<file path="src/ogrup_div.sv">
module ogrup_div #(
  parameter int unsigned DW = 24,
  parameter int unsigned VW = 8
) (
  input  logic          clk_i,
  input  logic          rst_ni,
  input  logic          start_i,
  input  logic [DW-1:0] dividend_i,
  input  logic [VW-1:0] divisor_i,
  output logic          done_o,
  output logic [DW-1:0] quot_o
);

  localparam int unsigned CNTW = $clog2(DW + 1);

  logic            busy_q, busy_d;
  logic            done_q, done_d;
  logic [CNTW-1:0] cnt_q, cnt_d;
  logic [VW:0]     rem_q, rem_d;
  logic [DW-1:0]   quo_q, quo_d;
  logic [VW-1:0]   dvs_q, dvs_d;
  logic [VW:0]     shifted;
  logic [VW+1:0]   trial;
  logic            ge;

  assign shifted = {rem_q[VW-1:0], quo_q[DW-1]};
  assign trial = {1'b0, shifted} - (VW+2)'(dvs_q);
  assign ge = !trial[VW+1];

  always_comb begin
    busy_d = busy_q;
    done_d = 1'b0;
    cnt_d = cnt_q;
    rem_d = rem_q;
    quo_d = quo_q;
    dvs_d = dvs_q;
    if (start_i) begin
      busy_d = 1'b1;
      cnt_d = CNTW'(DW);
      rem_d = '0;
      quo_d = dividend_i;
      dvs_d = divisor_i;
    end else if (busy_q) begin
      rem_d = ge ? trial[VW:0] : shifted;
      quo_d = {quo_q[DW-2:0], ge};
      cnt_d = cnt_q - 1'b1;
      if (cnt_q == CNTW'(1)) begin
        busy_d = 1'b0;
        done_d = 1'b1;
      end
    end
  end

  always_ff @(posedge clk_i or negedge rst_ni) begin
    if (!rst_ni) begin
      busy_q <= 1'b0;
      done_q <= 1'b0;
      cnt_q <= '0;
    end else begin
      busy_q <= busy_d;
      done_q <= done_d;
      cnt_q <= cnt_d;
    end
  end

  always_ff @(posedge clk_i) begin
    rem_q <= rem_d;
    quo_q <= quo_d;
    dvs_q <= dvs_d;
  end

  assign done_o = done_q;
  assign quot_o = quo_q;

endmodule

</file>
<file path="config.mk">
export PLATFORM = sky130hd
export DESIGN_NAME = ogrup_div
export DESIGN_NICKNAME = d
export VERILOG_FILES = /design/src/ogrup_div.sv
export SDC_FILE = /design/constraint.sdc
export NUM_CORES = 1
export LEC_CHECK = 0
export ABC_CLOCK_PERIOD_IN_PS = 2200
export BUFFER_PORTS_ARGS = -buffer_cell sky130_fd_sc_hd__clkbuf_2
export CELL_PAD_IN_SITES_DETAIL_PLACEMENT = 0
export CELL_PAD_IN_SITES_GLOBAL_PLACEMENT = 1
export CORE_UTILIZATION = 41
export CTS_CLUSTER_SIZE = 10
export DETAILED_ROUTE_END_ITERATION = 8
export PLACE_DENSITY_LB_ADDON = 0.1
export SYNTH_ARGS = -nofsm -noshare
export SYNTH_HDL_FRONTEND = slang
export SYNTH_SLANG_ARGS = --single-unit
</file>
<file path="constraint.sdc">
create_clock -name clk_i -period 2.2 [get_ports clk_i]
set_input_delay 0.44 -clock clk_i [delete_from_list [all_inputs] [get_ports clk_i]]
set_output_delay 0.44 -clock clk_i [all_outputs]
set_load 0.05 [all_outputs]
</file>
# Word level (Yosys, flattened, before mapping)
# Index checks and enable logic that the tools add are counted.
# word_totals
regBits,47
latchBits,0
ramBits,0
romBits,0
in_bits,35
out_inout_bits,25
wordCells,22
memories,0
# op_classes
add_sub_neg,2
multipliers,0
div_mod_pow,0
n_lt_le_gt_ge,0
eq_ne,1
shift,0
muxes,11
n_bitwise,0
n_reduce_logical,2
# ops
op,n
2-to-1 mux 24 bit,2
2-to-1 mux 5 bit,2
subtractor 9 x 8 -> 10 bit,1
2-to-1 mux 8 bit,1
2-to-1 mux 1 bit,6
equality test 5 x 1 -> 1 bit (second input constant),1
subtractor 5 x 1 -> 5 bit (second input constant),1
nonzero test 2 bit,1
logical NOT 1 bit,1

# Logic depth before layout (Yosys ltp)
# logic_depth
depth_word,4
depth_mapped,8
depth_no_buf,8

# Worst setup path after synthesis
# No wires, ideal clock.
# synth_timing
kind,reg2reg
startpoint,register quo_q[23] (netlist: quot_o[23])
endpoint,register rem_q[6]
setup_ns,0.130
t_arrival_ns,2.009
required_ns,2.070
path_slack_ns,0.061
stages_incl_launch_ff,9
n_path_buf,0
period_less_slack_ns,2.139
path_cell_list,edfxtp_1 -> inv_1 -> ha_1 -> fa_1 -> nand2b_1 -> a21oi_1 -> nor4_1 -> a311oi_1 -> o31ai_1
# synth_via
elab_chain_len,2
# synth_rtl
element,line_no,source
start: declaration,20,"logic [DW-1:0] quo_q, quo_d;"
start signal: assignment,68,quo_q <= quo_d;
subtractor 9 x 8 -> 10 bit,27,"assign trial = {1'b0, shifted} - (VW+2)'(dvs_q);"
2-to-1 mux 8 bit,44,rem_d = ge ? trial[VW:0] : shifted;
end signal: assignment,67,rem_q <= rem_d;
end: declaration,19,"logic [VW:0] rem_q, rem_d;"
# No other way between the ends.
# A chain may end at the register's enable or synchronous reset.

# Worst setup path after layout
# layout_timing
startpoint,register dvs_q[6]
endpoint,register quo_q[0] (netlist: quot_o[0]) (data pin)
# layout_via
elab_chain_len,4
# layout_rtl
element,line_no,source
start: declaration,21,"logic [VW-1:0] dvs_q, dvs_d;"
start signal: assignment,69,dvs_q <= dvs_d;
subtractor 9 x 8 -> 10 bit,27,
logical NOT 1 bit,28,assign ge = !trial[VW+1];
2-to-1 mux 24 bit,43,end else if (busy_q) begin
2-to-1 mux 24 bit,37,if (start_i) begin
net quo_d[0],20,
# The timed path passes the listed nets, and every way through them passes these cells. The select of a mux whose other input is x is not followed.

==> summary.md <==
| Metric | Value |
|---|---|
| Status | finished clean |
| CTS tree | yes |
| First-pass GRT wire length | 7490 um |
| GRT overflow | 0 |
| VDD IR max | 0.000513 V |
| Maximum buffer depth of the clock tree | 2 |
| Period minus WS final | 2030 ps |
| Die height | 77.2 um |
| Post-synth cell types | 43 |
| Post-DP Area | 0.00271 sq mm |
| WL/cell | 13.9 um |
| Worst-path fanout max | 7 |
| Kind of critical path | reg -> reg |
| GPL Wtd Cong | 0.816 |
| CTS Buf Count | 5 |
| H-tree depth | 2 |
| EDFF count, synth | 32 |
| Met2 WL | 2040 um |
| CP Depth | 6 |
| Most frequent cells in the layout | clkbuf_2 (59), edfxtp_1 (32), mux2_2 (24) |
| Inserted Diodes | 0 |
| Worst-Margin Slew | 521 ps |
| Buf+Inv Stages, Crit Path | 1 |
| Ports | 60 |
| Via density | 5.07 |
| Main synth FF type | edfxtp_1 |
| Met3 WL | 216 um |
| Fillers | 545 |
| Fin crit share | 0.923 |
| Via count | 1627 |
| Final antenna-violating net count | 0 |
| Initial antenna violation count | 0 |
| # nets final | 294 |
| Residual DRC | 0 |
| Drt first pass iters | 4 |
| Post-synthesis net count | 229 |
| Largest net degree at the start of global routing | 26 |
| Share of cells above drive strength 1 | 0.406 |
| Clock Latency Late Sink | 300 ps |
| Post-route cell area | 0.00282 sq mm |
| Area Overhead vs Synth | 21.4% |
| Final Util | 0.514 |
| Relative slew slack | 0.652 |
| Hold crit path type | in -> reg |
| Register area | 0.00130 sq mm |
| CP Capture Type | flop |
| Drt initial violations | 73 |
| Yosys warns | 0 |
| RSZ-0062 raised after global routing | false |
| Final TNS setup | 0 ps |
| CTS Sinks | 47 |
| Worst setup SP type | flop |
| Final Hold Vio Count | 0 |
| Most common cell after layout, fill and taps aside | clkbuf_2 |
| Critical path's top delay family | compound AO/OA/AOI/OAI gates |
| Die area | 0.00596 sq mm |
| Crit path setup slack, layout | 169 ps |
| Clock root cell | clkbuf_8 |
| Slowest CP cell | ha_1 |
| Mapped cell area | 0.00232 sq mm |
| Core Area | 0.00547 sq mm |
| Max-slew violations | 0 |
| Synth Register Bits | 47 |
| Post-CTS Setup Bufs | 0 |
| Avg Cell Area, Syn | 12.7 sq um |
| Worst-path clk slew | 90 ps |
| PD cells | 1040 mW/mm^2 |
| Final HPWL DP | 3250 um |
| Setup-failing EPs final | 0 |
| Synth Instances | 183 |
| DIE WIDTH | 77.2 um |
| IO buf count | 59 |
| Share of flip-flops with an asynchronous set or reset | 0.149 |
| Max cap viols | 0 |
| Synth area leaders | edfxtp_1 (41%), mux2_2 (12%), dfrtp_1 (7.6%), dfxtp_1 (6.9%), ha_1 (5.4%) |
| GRT Util Overall | 0.163 |
| WL met1 | 2150 um |
| Worst path cell trace | inv_1, ha_1, a21oi_4, o221ai_1, or2_1, mux2_2 |
| Sequential cell area fraction in the yosys report | 0.559 |
| Vias in the first global route | 1591 |
| Max Clk Rate | 492 MHz |
| Static leakage | 0.00120 uW |
| # rows | 27 |
| Req. time, crit path | 2260 ps |
| Worst r2r path cells | 6 |
| Hold path depth | 1 |
| Initial Utilization | 0.424 |
| Worst Skew | 6.68 ps |
| CP Data Arrival Time | 2090 ps |
| Post-synth top area cell | edfxtp_1 |
| Wirelength, routed | 4470 um |
| Yosys top cell area share | 0.414 |
| Dpl ws | 135 ps |
| Top Layer Used | met4 |
| Max incr delay on CP | 380 ps |
| Area of the multi-input gates | 945 sq um |
## per-stage QoR
| stage | hold slack, ps | power [uW] | instances |
|---|---|---|---|
| finish | 306 | 2930 | 321 |
| global route | 291 | 3140 | 321 |
| CTS | 297 | 2950 | 321 |
| detailed placement | 292 | 2400 | 312 |
| global placement | 287 | 2410 | 312 |
| floorplan | 144 | 2170 | 183 |
## final timing paths
path / end / slack (ps) / startpoint
worst max-delay path: quot_o[0] / 170 / dvs_q[6]
worst min-delay path: dvs_q[5] / 310 / divisor_i[5]
worst max register to register: quot_o[0] / 170 / dvs_q[6]
worst min register to register: rem_q[5] / 480 / rem_q[5]
max in group asynchronous: cnt_q[0] / 1540 / rst_ni
min in group asynchronous: cnt_q[4] / 490 / rst_ni
## cell type report
type,count,share of cell area
Clock buffer,6,0.0258
Clock inverter,2,0.00578
Inverter,16,0.0213
Multi-Input combinational cell,114,0.336
Sequential cell,47,0.460
Tap cell,72,0.0320
Timing Repair Buffer,64,0.119
## kinds of logic after synthesis
family | synth area share
mux | 0.125
flops | 0.559
compound gates | 0.102
xor+xnor | 0.0264
buf+inv | 0.0388
fa+ha+maj | 0.0626
simple gates | 0.0858
## cell usage after synthesis (3+ instances only)
cell,count
mux2_2,24
nand2b_1,5
dfrtp_1,7
a32oi_1,3
o21ai_1,3
inv_1,16
ha_1,10
nand2_1,9
o21ai_0,4
nor2_1,10
edfxtp_1,32
clkbuf_1,3
nand3_1,3
xnor2_1,5
a21oi_1,5
dfxtp_1,8
## flip-flops by register name, indices dropped and copies added (netlist names)
signal	cells
dvs_q	8
rem_q	8
cnt_q	5
done_o	1
busy_q	1
quot_o	24
## per-layer routing
layer,track usage,vias up
li1,-,800
met1,0.210,781
met2,0.259,39
met3,0.0393,7
met4,0.0679,0
met5,0,-
## what timing repair did
item	CTS	global route
hold buffers	1	0
hold endpoints to repair	7	0
resized for setup	0	2
endpoints found under the setup margin	0	1
## report_power, final
group	switching, uW	internal, uW	leakage, uW
combinational	749	436	0.000683
clock	299	229	0.0000418
sequential	104	1120	0.000479
(Power assumes the default switching activity.)
